===== src/rtl/akf_pkg.sv =====
// Shared types, codes and saturation helpers for the angle and bias Kalman filter.
`default_nettype none

package akf_pkg;

    // Configuration register indexes.
    localparam int          CFG_IDX_W  = 2;
    localparam logic [1:0]  CFG_IDX_QA = 2'd0;
    localparam logic [1:0]  CFG_IDX_QB = 2'd1;
    localparam logic [1:0]  CFG_IDX_R  = 2'd2;

    localparam logic signed [31:0] SAT_MAX = 32'sh7FFF_FFFF;
    localparam logic signed [31:0] SAT_MIN = 32'sh8000_0000;

    typedef enum logic [4:0] {
        ST_IDLE, ST_RATE, ST_M1, ST_M2, ST_A1, ST_A2, ST_T1, ST_T2, ST_T3,
        ST_M3, ST_W3, ST_A3, ST_A4, ST_A5, ST_S, ST_DIV0, ST_DIV0W, ST_DIV1,
        ST_DIV1W, ST_M4, ST_M5, ST_M6, ST_M7, ST_M8, ST_M9, ST_A10, ST_A11,
        ST_DONE
    } t_state;

    // Operand sources for the shared multiplier, adder and divider.
    typedef enum logic [4:0] {
        SRC_ZERO, SRC_ANGLE, SRC_BIAS, SRC_P00, SRC_P01, SRC_P10, SRC_P11,
        SRC_T, SRC_D, SRC_S, SRC_K0, SRC_K1, SRC_Y, SRC_P00T, SRC_P01T,
        SRC_MRES, SRC_DT, SRC_QA, SRC_QB, SRC_R, SRC_MA, SRC_MR
    } t_src;

    // Destinations of the saturating adder.
    typedef enum logic [3:0] {
        DST_NONE, DST_ANGLE, DST_BIAS, DST_P00, DST_P01, DST_P10, DST_P11,
        DST_T, DST_D, DST_S, DST_Y, DST_P00T, DST_P01T
    } t_dst;

    typedef struct packed {
        logic mul_en;
        t_src mul_a;
        t_src mul_b;
        t_src add_a;
        t_src add_b;
        logic add_sub;
        t_dst add_dst;
        logic div_start;
        t_src div_num;
    } t_ctrl;

    // Clamp a 34-bit signed sum to the signed 32-bit range.
    function automatic logic signed [31:0] sat34(input logic signed [33:0] v);
        logic signed [31:0] r;
        if (v[33:31] == 3'b000 || v[33:31] == 3'b111) begin
            r = v[31:0];
        end else if (v[33]) begin
            r = SAT_MIN;
        end else begin
            r = SAT_MAX;
        end
        return r;
    endfunction

endpackage

`default_nettype wire


===== src/rtl/angle_bias_kalman_filter.sv =====
// Top level of the two-state angle and rate bias Kalman filter.
`default_nettype none

// Two-state Kalman filter tracking an angle and a rate bias in signed fixed point
// with FRAC_BITS fraction bits. Each input beat carries a measured angle, a measured
// rate and a time step; each yields one output beat with the filtered angle. All
// arithmetic runs through one shared 32x32 multiplier with a rounding stage, one
// saturating adder and a bit-serial divider under a small sequencer, so the block
// takes one beat at a time. The two gain divisions, one quotient bit per cycle, make up
// most of the work. A finished result sits in an output register, so the next beat is
// taken while it waits. Configuration writes go through a plain write port; the user
// must write only while idle, which the block itself does not enforce.
module angle_bias_kalman_filter
    import akf_pkg::*;
#(
    parameter int FRAC_BITS = 16
) (
    input  logic                 i_clk,
    input  logic                 i_rst_n,
    input  logic                 i_valid,
    output logic                 o_stall,
    input  logic signed [31:0]   i_measured_angle,
    input  logic signed [31:0]   i_measured_rate,
    input  logic        [23:0]   i_time_step,
    output logic                 o_valid,
    input  logic                 i_stall,
    output logic signed [31:0]   o_filtered_angle,
    input  logic                 i_cfg_we,
    input  logic [CFG_IDX_W-1:0] i_cfg_index,
    input  logic        [30:0]   i_cfg_data
);

    localparam logic [30:0] RST_QA = 31'(((1 << FRAC_BITS) + 5) / 10);
    localparam logic [30:0] RST_QB = 31'((3 * (1 << FRAC_BITS) + 5) / 10);
    localparam logic [30:0] RST_R  = 31'((15 * (1 << FRAC_BITS) + 50) / 100);
    localparam logic signed [63:0] HALF = 64'sd1 <<< (FRAC_BITS - 1);

    t_state r_state, n_state;
    t_ctrl  w_ctrl;

    logic [30:0] r_qa, r_qb, r_r;
    logic signed [31:0] r_ma, r_mr;
    logic [23:0] r_dt;

    logic signed [31:0] r_angle, r_bias, r_p00, r_p01, r_p10, r_p11;
    logic signed [31:0] r_t, r_d, r_s, r_k0, r_k1, r_y, r_p00t, r_p01t;
    logic signed [63:0] r_prod;
    logic signed [31:0] r_mres;
    logic               r_ov;
    logic signed [31:0] r_out;

    logic signed [31:0] w_mul_a, w_mul_b, w_add_a, w_add_b, w_div_num;
    logic signed [63:0] w_rnd, w_shift;
    logic signed [31:0] w_mres;
    logic signed [33:0] w_sum;
    logic signed [31:0] w_add;
    logic               w_div_done;
    logic signed [31:0] w_div_q;
    logic               w_in_acc;
    logic               w_out_free;

    function automatic logic signed [31:0] sel_val(input t_src sel);
        logic signed [31:0] v;
        unique case (sel)
            SRC_ZERO:  v = '0;
            SRC_ANGLE: v = r_angle;
            SRC_BIAS:  v = r_bias;
            SRC_P00:   v = r_p00;
            SRC_P01:   v = r_p01;
            SRC_P10:   v = r_p10;
            SRC_P11:   v = r_p11;
            SRC_T:     v = r_t;
            SRC_D:     v = r_d;
            SRC_S:     v = r_s;
            SRC_K0:    v = r_k0;
            SRC_K1:    v = r_k1;
            SRC_Y:     v = r_y;
            SRC_P00T:  v = r_p00t;
            SRC_P01T:  v = r_p01t;
            SRC_MRES:  v = r_mres;
            SRC_DT:    v = $signed({8'd0, r_dt});
            SRC_QA:    v = $signed({1'b0, r_qa});
            SRC_QB:    v = $signed({1'b0, r_qb});
            SRC_R:     v = $signed({1'b0, r_r});
            SRC_MA:    v = r_ma;
            SRC_MR:    v = r_mr;
            default:   v = '0;
        endcase
        return v;
    endfunction

    assign w_in_acc   = i_valid && !o_stall;
    assign w_out_free = !r_ov || !i_stall;
    assign o_stall    = (r_state != ST_IDLE);
    assign o_valid    = r_ov;
    assign o_filtered_angle = r_out;

    always_comb begin
        w_mul_a   = sel_val(w_ctrl.mul_a);
        w_mul_b   = sel_val(w_ctrl.mul_b);
        w_add_a   = sel_val(w_ctrl.add_a);
        w_add_b   = sel_val(w_ctrl.add_b);
        w_div_num = sel_val(w_ctrl.div_num);
    end

    // Rounding stage: add half an LSB, floor and clamp.
    assign w_rnd   = r_prod + HALF;
    assign w_shift = w_rnd >>> FRAC_BITS;
    always_comb begin
        if (w_shift[63:31] == '0 || w_shift[63:31] == '1) begin
            w_mres = w_shift[31:0];
        end else if (w_shift[63]) begin
            w_mres = SAT_MIN;
        end else begin
            w_mres = SAT_MAX;
        end
    end

    assign w_sum = w_ctrl.add_sub ? (34'(w_add_a) - 34'(w_add_b))
                                  : (34'(w_add_a) + 34'(w_add_b));
    assign w_add = sat34(w_sum);

    akf_div #(
        .FRAC_BITS (FRAC_BITS)
    ) u_div (
        .i_clk   (i_clk),
        .i_rst_n (i_rst_n),
        .i_start (w_ctrl.div_start),
        .i_num   (w_div_num),
        .i_den   (r_s),
        .o_done  (w_div_done),
        .o_quot  (w_div_q)
    );

    // Next state.
    always_comb begin
        n_state = r_state;
        unique case (r_state)
            ST_IDLE:  if (w_in_acc) n_state = ST_RATE;
            ST_RATE:  n_state = ST_M1;
            ST_M1:    n_state = ST_M2;
            ST_M2:    n_state = ST_A1;
            ST_A1:    n_state = ST_A2;
            ST_A2:    n_state = ST_T1;
            ST_T1:    n_state = ST_T2;
            ST_T2:    n_state = ST_T3;
            ST_T3:    n_state = ST_M3;
            ST_M3:    n_state = ST_W3;
            ST_W3:    n_state = ST_A3;
            ST_A3:    n_state = ST_A4;
            ST_A4:    n_state = ST_A5;
            ST_A5:    n_state = ST_S;
            ST_S:     n_state = ST_DIV0;
            ST_DIV0:  n_state = ST_DIV0W;
            ST_DIV0W: if (w_div_done) n_state = ST_DIV1;
            ST_DIV1:  n_state = ST_DIV1W;
            ST_DIV1W: if (w_div_done) n_state = ST_M4;
            ST_M4:    n_state = ST_M5;
            ST_M5:    n_state = ST_M6;
            ST_M6:    n_state = ST_M7;
            ST_M7:    n_state = ST_M8;
            ST_M8:    n_state = ST_M9;
            ST_M9:    n_state = ST_A10;
            ST_A10:   n_state = ST_A11;
            ST_A11:   n_state = ST_DONE;
            ST_DONE:  if (w_out_free) n_state = ST_IDLE;
            default:  n_state = ST_IDLE;
        endcase
    end

    // Micro-operations. A product issued in one state is registered in r_prod and then,
    // rounded, in r_mres, where it is read as SRC_MRES until the next product follows it.
    always_comb begin
        w_ctrl = '{mul_en: 1'b0, mul_a: SRC_ZERO, mul_b: SRC_ZERO,
                   add_a: SRC_ZERO, add_b: SRC_ZERO, add_sub: 1'b0,
                   add_dst: DST_NONE, div_start: 1'b0, div_num: SRC_P00};
        unique case (r_state)
            ST_RATE: begin
                w_ctrl.add_a = SRC_MR; w_ctrl.add_b = SRC_BIAS;
                w_ctrl.add_sub = 1'b1; w_ctrl.add_dst = DST_T;
            end
            ST_M1: begin
                w_ctrl.mul_en = 1'b1; w_ctrl.mul_a = SRC_DT; w_ctrl.mul_b = SRC_T;
            end
            ST_M2: begin
                w_ctrl.mul_en = 1'b1; w_ctrl.mul_a = SRC_DT; w_ctrl.mul_b = SRC_P11;
            end
            ST_A1: begin
                w_ctrl.add_a = SRC_ANGLE; w_ctrl.add_b = SRC_MRES;
                w_ctrl.add_dst = DST_ANGLE;
            end
            ST_A2: begin
                w_ctrl.add_a = SRC_MRES; w_ctrl.add_b = SRC_ZERO;
                w_ctrl.add_dst = DST_D;
            end
            ST_T1: begin
                w_ctrl.add_a = SRC_D; w_ctrl.add_b = SRC_P01;
                w_ctrl.add_sub = 1'b1; w_ctrl.add_dst = DST_T;
            end
            ST_T2: begin
                w_ctrl.add_a = SRC_T; w_ctrl.add_b = SRC_P10;
                w_ctrl.add_sub = 1'b1; w_ctrl.add_dst = DST_T;
            end
            ST_T3: begin
                w_ctrl.add_a = SRC_T; w_ctrl.add_b = SRC_QA;
                w_ctrl.add_dst = DST_T;
            end
            ST_M3: begin
                w_ctrl.mul_en = 1'b1; w_ctrl.mul_a = SRC_DT; w_ctrl.mul_b = SRC_T;
            end
            ST_W3: begin
                w_ctrl.add_a = SRC_P01; w_ctrl.add_b = SRC_D;
                w_ctrl.add_sub = 1'b1; w_ctrl.add_dst = DST_P01;
            end
            ST_A3: begin
                w_ctrl.add_a = SRC_P00; w_ctrl.add_b = SRC_MRES;
                w_ctrl.add_dst = DST_P00;
                w_ctrl.mul_en = 1'b1; w_ctrl.mul_a = SRC_QB; w_ctrl.mul_b = SRC_DT;
            end
            ST_A4: begin
                w_ctrl.add_a = SRC_P10; w_ctrl.add_b = SRC_D;
                w_ctrl.add_sub = 1'b1; w_ctrl.add_dst = DST_P10;
            end
            ST_A5: begin
                w_ctrl.add_a = SRC_P11; w_ctrl.add_b = SRC_MRES;
                w_ctrl.add_dst = DST_P11;
            end
            ST_S: begin
                w_ctrl.add_a = SRC_P00; w_ctrl.add_b = SRC_R;
                w_ctrl.add_dst = DST_S;
            end
            ST_DIV0: begin
                w_ctrl.div_start = 1'b1; w_ctrl.div_num = SRC_P00;
                w_ctrl.add_a = SRC_MA; w_ctrl.add_b = SRC_ANGLE;
                w_ctrl.add_sub = 1'b1; w_ctrl.add_dst = DST_Y;
            end
            ST_DIV1: begin
                w_ctrl.div_start = 1'b1; w_ctrl.div_num = SRC_P10;
            end
            ST_M4: begin
                w_ctrl.mul_en = 1'b1; w_ctrl.mul_a = SRC_K0; w_ctrl.mul_b = SRC_Y;
                w_ctrl.add_a = SRC_P00; w_ctrl.add_dst = DST_P00T;
            end
            ST_M5: begin
                w_ctrl.mul_en = 1'b1; w_ctrl.mul_a = SRC_K1; w_ctrl.mul_b = SRC_Y;
                w_ctrl.add_a = SRC_P01; w_ctrl.add_dst = DST_P01T;
            end
            ST_M6: begin
                w_ctrl.mul_en = 1'b1; w_ctrl.mul_a = SRC_K0; w_ctrl.mul_b = SRC_P00T;
                w_ctrl.add_a = SRC_ANGLE; w_ctrl.add_b = SRC_MRES;
                w_ctrl.add_dst = DST_ANGLE;
            end
            ST_M7: begin
                w_ctrl.mul_en = 1'b1; w_ctrl.mul_a = SRC_K0; w_ctrl.mul_b = SRC_P01T;
                w_ctrl.add_a = SRC_BIAS; w_ctrl.add_b = SRC_MRES;
                w_ctrl.add_dst = DST_BIAS;
            end
            ST_M8: begin
                w_ctrl.mul_en = 1'b1; w_ctrl.mul_a = SRC_K1; w_ctrl.mul_b = SRC_P00T;
                w_ctrl.add_a = SRC_P00; w_ctrl.add_b = SRC_MRES;
                w_ctrl.add_sub = 1'b1; w_ctrl.add_dst = DST_P00;
            end
            ST_M9: begin
                w_ctrl.mul_en = 1'b1; w_ctrl.mul_a = SRC_K1; w_ctrl.mul_b = SRC_P01T;
                w_ctrl.add_a = SRC_P01; w_ctrl.add_b = SRC_MRES;
                w_ctrl.add_sub = 1'b1; w_ctrl.add_dst = DST_P01;
            end
            ST_A10: begin
                w_ctrl.add_a = SRC_P10; w_ctrl.add_b = SRC_MRES;
                w_ctrl.add_sub = 1'b1; w_ctrl.add_dst = DST_P10;
            end
            ST_A11: begin
                w_ctrl.add_a = SRC_P11; w_ctrl.add_b = SRC_MRES;
                w_ctrl.add_sub = 1'b1; w_ctrl.add_dst = DST_P11;
            end
            default: begin
            end
        endcase
    end

    always_ff @(posedge i_clk) begin
        if (!i_rst_n) begin
            r_state <= ST_IDLE;
            r_ov    <= 1'b0;
            r_qa    <= RST_QA;
            r_qb    <= RST_QB;
            r_r     <= RST_R;
        end else begin
            r_state <= n_state;
            if (r_state == ST_DONE && w_out_free) begin
                r_ov <= 1'b1;
            end else if (r_ov && !i_stall) begin
                r_ov <= 1'b0;
            end
            if (i_cfg_we) begin
                unique case (i_cfg_index)
                    CFG_IDX_QA: r_qa <= i_cfg_data;
                    CFG_IDX_QB: r_qb <= i_cfg_data;
                    CFG_IDX_R:  r_r  <= i_cfg_data;
                    default: begin
                    end
                endcase
            end
        end
    end

    // Filter state.
    always_ff @(posedge i_clk) begin
        if (!i_rst_n) begin
            r_angle <= '0;
            r_bias  <= '0;
            r_p00   <= '0;
            r_p01   <= '0;
            r_p10   <= '0;
            r_p11   <= '0;
        end else begin
            unique case (w_ctrl.add_dst)
                DST_ANGLE: r_angle <= w_add;
                DST_BIAS:  r_bias  <= w_add;
                DST_P00:   r_p00   <= w_add;
                DST_P01:   r_p01   <= w_add;
                DST_P10:   r_p10   <= w_add;
                DST_P11:   r_p11   <= w_add;
                default: begin
                end
            endcase
        end
    end

    // Working registers and captured beat.
    always_ff @(posedge i_clk) begin
        if (w_in_acc) begin
            r_ma <= i_measured_angle;
            r_mr <= i_measured_rate;
            r_dt <= i_time_step;
        end
        unique case (w_ctrl.add_dst)
            DST_T:    r_t    <= w_add;
            DST_D:    r_d    <= w_add;
            DST_S:    r_s    <= w_add;
            DST_Y:    r_y    <= w_add;
            DST_P00T: r_p00t <= w_add;
            DST_P01T: r_p01t <= w_add;
            default: begin
            end
        endcase
        if (r_state == ST_DIV0W && w_div_done) begin
            r_k0 <= w_div_q;
        end
        if (r_state == ST_DIV1W && w_div_done) begin
            r_k1 <= w_div_q;
        end
        if (w_ctrl.mul_en) begin
            r_prod <= w_mul_a * w_mul_b;
        end
        r_mres <= w_mres;
        if (r_state == ST_DONE && w_out_free) begin
            r_out <= r_angle;
        end
    end

endmodule

`default_nettype wire


===== src/rtl/akf_div.sv =====
// Bit-serial signed fixed-point divider that forms num * 2^FRAC_BITS / den, saturated.
`default_nettype none

module akf_div
    import akf_pkg::*;
#(
    parameter int FRAC_BITS = 16
) (
    input  logic               i_clk,
    input  logic               i_rst_n,
    input  logic               i_start,
    input  logic signed [31:0] i_num,
    input  logic signed [31:0] i_den,
    output logic               o_done,
    output logic signed [31:0] o_quot
);

    localparam int DW = 32 + FRAC_BITS;
    localparam int CW = $clog2(DW);
    localparam logic [DW-1:0]   POS_LIM = DW'(64'h7FFF_FFFF);
    localparam logic [DW-1:0]   NEG_LIM = DW'(64'h8000_0000);
    localparam logic [CW-1:0]   LAST    = CW'(DW - 1);

    logic          r_busy;
    logic          r_done;
    logic [CW-1:0] r_cnt;
    logic [31:0]   r_rem;
    logic [DW-1:0] r_quo;
    logic [31:0]   r_den_mag;
    logic          r_neg;
    logic          r_zero;

    logic [31:0]   w_num_mag;
    logic [31:0]   w_den_mag;
    logic [32:0]   w_trial;
    logic          w_ge;
    logic [31:0]   w_q32;

    assign w_num_mag = i_num[31] ? (~$unsigned(i_num) + 32'd1) : $unsigned(i_num);
    assign w_den_mag = i_den[31] ? (~$unsigned(i_den) + 32'd1) : $unsigned(i_den);
    assign w_trial   = {r_rem, r_quo[DW-1]};
    assign w_ge      = (w_trial >= {1'b0, r_den_mag});
    assign w_q32     = r_quo[31:0];

    always_ff @(posedge i_clk) begin
        if (!i_rst_n) begin
            r_busy <= 1'b0;
            r_done <= 1'b0;
            r_cnt  <= '0;
        end else begin
            r_done <= 1'b0;
            if (i_start) begin
                r_busy <= 1'b1;
                r_cnt  <= '0;
            end else if (r_busy) begin
                r_cnt <= r_cnt + CW'(1);
                if (r_cnt == LAST) begin
                    r_busy <= 1'b0;
                    r_done <= 1'b1;
                end
            end
        end
    end

    // Restoring division on magnitudes, one quotient bit per cycle.
    always_ff @(posedge i_clk) begin
        if (i_start) begin
            r_rem     <= '0;
            r_quo     <= {w_num_mag, {FRAC_BITS{1'b0}}};
            r_den_mag <= w_den_mag;
            r_neg     <= i_num[31] ^ i_den[31];
            r_zero    <= (i_den == '0);
        end else if (r_busy) begin
            r_rem <= w_ge ? 32'(w_trial - {1'b0, r_den_mag}) : w_trial[31:0];
            r_quo <= {r_quo[DW-2:0], w_ge};
        end
    end

    always_comb begin
        if (r_zero) begin
            o_quot = '0;
        end else if (!r_neg) begin
            o_quot = (r_quo > POS_LIM) ? SAT_MAX : $signed(w_q32);
        end else begin
            o_quot = (r_quo > NEG_LIM) ? SAT_MIN : $signed(~w_q32 + 32'd1);
        end
    end

    assign o_done = r_done;

endmodule

`default_nettype wire


===== config.mk =====
export PLATFORM = sky130hd
export DESIGN_NAME = angle_bias_kalman_filter
export DESIGN_NICKNAME = d
export VERILOG_FILES = /design/src/rtl/akf_pkg.sv /design/src/rtl/angle_bias_kalman_filter.sv /design/src/rtl/akf_div.sv
export SDC_FILE = /design/constraint.sdc
export NUM_CORES = 2
export LEC_CHECK = 0
export BUFFER_PORTS_ARGS = -buffer_cell sky130_fd_sc_hd__clkbuf_2
export CAP_MARGIN = 20
export CELL_PAD_IN_SITES_DETAIL_PLACEMENT = 0
export CELL_PAD_IN_SITES_GLOBAL_PLACEMENT = 1
export CORE_UTILIZATION = 43
export CTS_CLUSTER_DIAMETER = 40
export DETAILED_ROUTE_END_ITERATION = 16
export PLACE_DENSITY_LB_ADDON = 0.08
export SKIP_CTS_REPAIR_TIMING = 1
export SLEW_MARGIN = 20
export SYNTH_ARGS = -nofsm -noshare
export SYNTH_HDL_FRONTEND = slang
export SYNTH_HIERARCHICAL = 1
export SYNTH_SLANG_ARGS = --single-unit

===== constraint.sdc =====
create_clock -name i_clk -period 13.2 [get_ports i_clk]
set_input_delay 0.66 -clock i_clk [delete_from_list [all_inputs] [get_ports i_clk]]
set_output_delay 0.66 -clock i_clk [all_outputs]
set_load 0.005 [all_outputs]

[After elaboration in Yosys (flattened, before gate mapping)]
Cells that the tools add are included.
Operators by class
  $lt $le $gt $ge: 3
  reductions and logical operators: 38
  multiply operators: 1
  bitwise operators: 6
  eq/ne operators: 153
  muxes and demuxes: 36
  add/sub/neg operators: 8
Operator list (count)
  32-bit one-hot mux with 21 select lines: 5
  32-bit two-way mux: 10
  5-bit by 4-bit equality test with 1-bit output, second input constant: 48
  5-bit equality test, second input constant: 42
  5-bit one-hot mux with 28 select lines: 1
  5-bit by 3-bit equality test with 1-bit output, second input constant: 24
  11-bit one-hot mux with 9 select lines: 1
  32-bit by 1-bit adder with 32-bit output, second input constant: 3
  48-bit two-way mux: 2
  32-bit inverter: 3
  64-bit by 17-bit adder with 64-bit output, second input constant: 1
  32-bit by 32-bit multiplier with 64-bit output: 1
  5-bit by 2-bit equality test with 1-bit output, second input constant: 12
  5-bit one-hot mux with 11 select lines: 1
  48-bit by 31-bit > comparator with 1-bit output, second input constant: 1
  48-bit by 32-bit > comparator with 1-bit output, second input constant: 1
  4-bit one-hot mux with 12 select lines: 1
  5-bit one-hot mux with 8 select lines: 1
  34-bit two-way mux: 1
  32-bit by 32-bit adder with 33-bit output: 1
  33-bit equality test, second input constant: 1
  33-bit by 32-bit >= comparator with 1-bit output: 1
  33-bit logical NOT: 1
  32-bit by 32-bit subtractor with 33-bit output: 1
  other kinds (35): 81
Storage, ports and cells
  input port bits: 126
  output and inout port bits: 34
  logic and storage cells: 280
  register bits: 885

[Depth between registers and ports, before layout]
  word-level depth: 10
  depth in mapped cells: 40
  depth with buffers taken out: 33

[Modules after synthesis]
Netlist, hierarchy kept.
By module, submodules not included
  angle_bias_kalman_filter: area an instance 68788.5 µm², times used 1, seq. area each 19228.4 µm², cells each 6981
  akf_div: area an instance 8718.4 µm², times used 1, seq. area each 3103.0 µm², cells each 1015

[Worst setup path after synthesis]
Ideal clock, no wire load.
  path kind: reg2reg
  from: register r_state[2]
  to: register r_prod[59] (data pin)
  cell stages (with the launch flop): 38
  library setup time: 0.195 ns
  path buffers: 7
  data required time: 13.005 ns
  data arrival time: 10.066 ns
  period minus slack after synthesis: 10.261 ns
  path slack: 2.939 ns
  cell sequence: dfxtp_1 buf_2 clkbuf_1 clkbuf_1 xnor2_1 or3_1 a21boi_0 clkbuf_1 nor2_1 clkbuf_1 a221oi_1 clkbuf_1 nor2_1 fa_1 inv_1 fa_1 inv_1 fa_1 (+2 left out) fa_1 fa_1 inv_1 fa_1 inv_1 ha_1 clkbuf_1 a21oi_1 o21ai_0 o21ai_0 a211oi_1 a311oi_1 o211ai_1 nand3_1 a31oi_1 o41ai_1 nand2_1 o311ai_0
On the way
  word-level cells in the longest chain between the ends: 6
  elaborated cells between the ends (all ways): 57
  classes of those cells: 1 x mul; 52 x eq/ne; 3 x mux; 1 x reduce/logical
RTL lines
  start, declared: RTL line angle_bias_kalman_filter.sv:38  | t_state r_state, n_state;
  start signal, assigned: RTL line angle_bias_kalman_filter.sv:289  | r_state <= n_state;
  5-bit by 4-bit equality test with 1-bit output or 5-bit by 2-bit equality test with 1-bit output (tied branches): RTL line angle_bias_kalman_filter.sv:177  | unique case (r_state)
  2-bit OR reduction (no source line)
  11-bit one-hot mux with 9 select lines (*): RTL line angle_bias_kalman_filter.sv:177
  5-bit equality test, or another cell as far along: RTL line angle_bias_kalman_filter.sv:64  | unique case (sel)
  32-bit one-hot mux with 21 select lines: RTL line angle_bias_kalman_filter.sv:64
  32-bit by 32-bit multiplier with 64-bit output (*): RTL line angle_bias_kalman_filter.sv:354  | r_prod <= w_mul_a * w_mul_b;
  end signal, assigned: RTL line angle_bias_kalman_filter.sv:354
  end, declared: RTL line angle_bias_kalman_filter.sv:47  | logic signed [63:0] r_prod;
Every way passes the cells marked *; elsewhere a longest branch is shown, timed or not.
A chain may end at the register's enable or synchronous reset.

[Worst setup path after layout]
  from: register r_state[3]
  to: register r_prod[59] (data pin)
Same word-level chain as after synthesis.

==> impl_metrics.tcl <==
set metrics [dict create \
    status "complete, no violations" \
    synth_warnings 6 \
    core-area_mm2 0.179 \
    fp.dieW_um 427 \
    grt_util_all_layers_pct 35.2 \
    critical_path_class "reg -> reg" \
    totalWireLength_mm 319 \
    ir_worst_vdd_uv 337 \
    syn_nets 9455 \
    wl_per_cell_um 30.5 \
    clock-sinks 870 \
    crit_fanout 30 \
    design_area_mm2 0.0855 \
    initial_core_util_pct 43.3 \
    grt_pass1_vias 61900 \
    io_pins 160 \
    ys_top_cells_by_area "fa_1, edfxtp_1, dfxtp_1, inv_1, nand2_1" \
    finalSetupViolations 0 \
    r2r_cells 32 \
    io_buffers 159 \
    cpPeakStageDelay_ps 980 \
    syn_inst 7996 \
    fmax_ghz 0.0829 \
    utilization_pct 47.8 \
    clock_latency_ps 770 \
    numCtsBuffers 113 \
    synth-async-reset-ratio_pct 0 \
    finClkSkew_ps 68.2 \
    drt_iter0_markers 7424 \
    worstMarginPinSlew_ps 1340 \
    areaGrowthSynthToFinish_pct 10.3 \
    die_y_um 427 \
    mostFrequentLayoutCells "inv_1, fa_1, nand2_1, nor2_1, edfxtp_1" \
    largest-register "r_prod" \
    p_leak_uw 0.0364 \
    hp-class "in -> reg" \
    syn-cell-area_mm2 0.0775 \
    synth_ff_type "edfxtp_1" \
    htreeDepth 3 \
    crit_top_cell "fa_1" \
    slew_headroom_pct 10.7 \
    dr.pass1.iters 7 \
    dpl.hpwl_mm 247 \
    path_clk_slew_ps 60 \
    postPlaceCellArea_mm2 0.0815 \
    hold_depth 1 \
    cpMaxStageDelayCell "dfxtp_1" \
    rsz0062_at_grt "false" \
    root_buffer "clkbuf_16" \
    synth_edf_count 491 \
    via_per_inst 6.03 \
    cp.required_ps 13760 \
    hold_violations 0 \
    worst-endpoint-arrival_ps 12620 \
    grt_first_pass_wirelength_mm 456 \
    fp-row-count 155 \
    fin_crit_ps 12060 \
    yosysUniqueCellTypes 100 \
    fin_nets 9435 \
    final_common_cell "inv_1" \
    cts_max_path_buffers 3 \
    finalSetupTns_ps 0 \
    ant_nets 0 \
    maxCapViolCount 0 \
    cp-end-kind "flop" \
    power.density_mw_per_mm2 137 \
    drc 0 \
    antenna_found_initial 32 \
    fin_crit_sh_pct 91.4 \
    yosysTopAreaCellShare_pct 28.0 \
    dr_total_vias 63000 \
    synth.avg_cell_area_um2 9.69 \
    yosysSeqAreaShare_pct 28.8 \
    fp.dieArea_mm2 0.182 \
    crit_path_start_kind "flop" \
    finalMaxSlewViolations 0 \
    gp_congestion 0.984 \
    grt_max_degree 94 \
    tritoncts "yes" \
    synth_top_area_cell "fa_1" \
    synth_seq_cells 870 \
    layout-drive-gt1-share_pct 9.53 \
    overflow 0 \
    reg_top3 "r_prod: 49 flops, u_div/r_quo: 48 flops" \
    largest_reg_flops 49 \
]
[final timing paths]
| path | slack [ps] | startpoint | endpoint |
|---|---|---|---|
| worst max-delay path | 1140 | r_state[3] | r_prod[59] |
| worst min-delay path | 70 | i_measured_angle[25] | r_ma[25] |
| worst max register to register | 1140 | r_state[3] | r_prod[59] |
| worst min register to register | 460 | r_qa[10] | r_qa[10] |
[final cells by class]
cell class,instances,area (um2)
Timing Repair Buffer,362,2380
Fill cell,17100,93300
Clock buffer,136,2990
Inverter,1102,4140
Clock inverter,79,1020
Multi-Input combinational cell,5527,49700
Tap cell,2355,2950
Sequential cell,870,22300
Antenna cell,14,35.0
[where the power goes]
part | switching (uW) | total, uW | internal (uW)
Combinational | 3710 | 4820 | 1110
Clock | 1360 | 3290 | 1930
Sequential | 225 | 3650 | 3420
[per-stage QoR]
step | power [uW] | hold slack, ps | worst slack (ps) | std cells
after floorplan | 5910 | 426 | 2940 | 7996
after global placement | 8280 | 440 | 1330 | 10200
after detailed placement | 8280 | 447 | 1080 | 10200
after CTS | 11600 | 24.8 | 1030 | 10400
after global routing | 12000 | 36.6 | 510 | 10400
final | 11800 | 69.8 | 1140 | 10400
[metal layers]
| metal | part of all wire, % | track usage [%] | vias up |
|---|---|---|---|
| met3 | 9.7 | 8.36 | 610 |
| met5 | 0.020 | 0 | - |
| met1 | 42 | 49.3 | 32300 |
| met4 | 5.3 | 16.2 | 10 |
| met2 | 43 | 51.4 | 3144 |
| li1 | - | - | 26900 |
[critical path: cells and delay by family (launching register included)]
| kind | cells | cell delay, ps |
|---|---|---|
| adders and majority gates | 9 | 4450 |
| AOI/OAI and AO/OA | 10 | 3540 |
| and+or+nand+nor | 6 | 1820 |
| buffers and inverters | 7 | 1030 |
| DFF | 1 | 980 |
[cells by family (layout without fill, tap and decap cells)]
family | count (synthesis) | after routing | synth area share (%)
flops | 870 | 870 | 28.8
fa+ha+maj | 1350 | 1350 | 32.2
mux | 78 | 78 | 1.07
other cells | 0 | 14 | 0
simple gates | 2328 | 2328 | 13.3
compound gates | 1531 | 1531 | 14.0
xor+xnor | 240 | 240 | 2.72
buf+inv | 1599 | 1679 | 7.87
[Yosys cell counts (24+ instances only)]
cell and number:
nor2b_1 26, nand2b_1 42, o21ai_1 31, nand2_1 945, nand4_1 72, nor2_1 720
dfxtp_1 379, nand3_1 172, and2_1 32, nor3_1 75, a222oi_1 45, xnor2_1 152
ha_1 250, mux2_2 34, or3_1 28, buf_2 24, mux2i_1 41, o31ai_1 56
a22oi_1 119, fa_1 1083, xor2_1 87, a211oi_1 60, a21o_1 75, nor4_1 46
o21ai_0 245, a31oi_1 53, buf_1 32, a21oi_1 315, inv_1 1094, edfxtp_1 491
and3_1 73, a221oi_1 68, a311oi_1 26, a22o_1 157, o21a_1 24, a221o_1 57
clkbuf_1 429
Note: power is estimated with default switching activity, not from simulation.
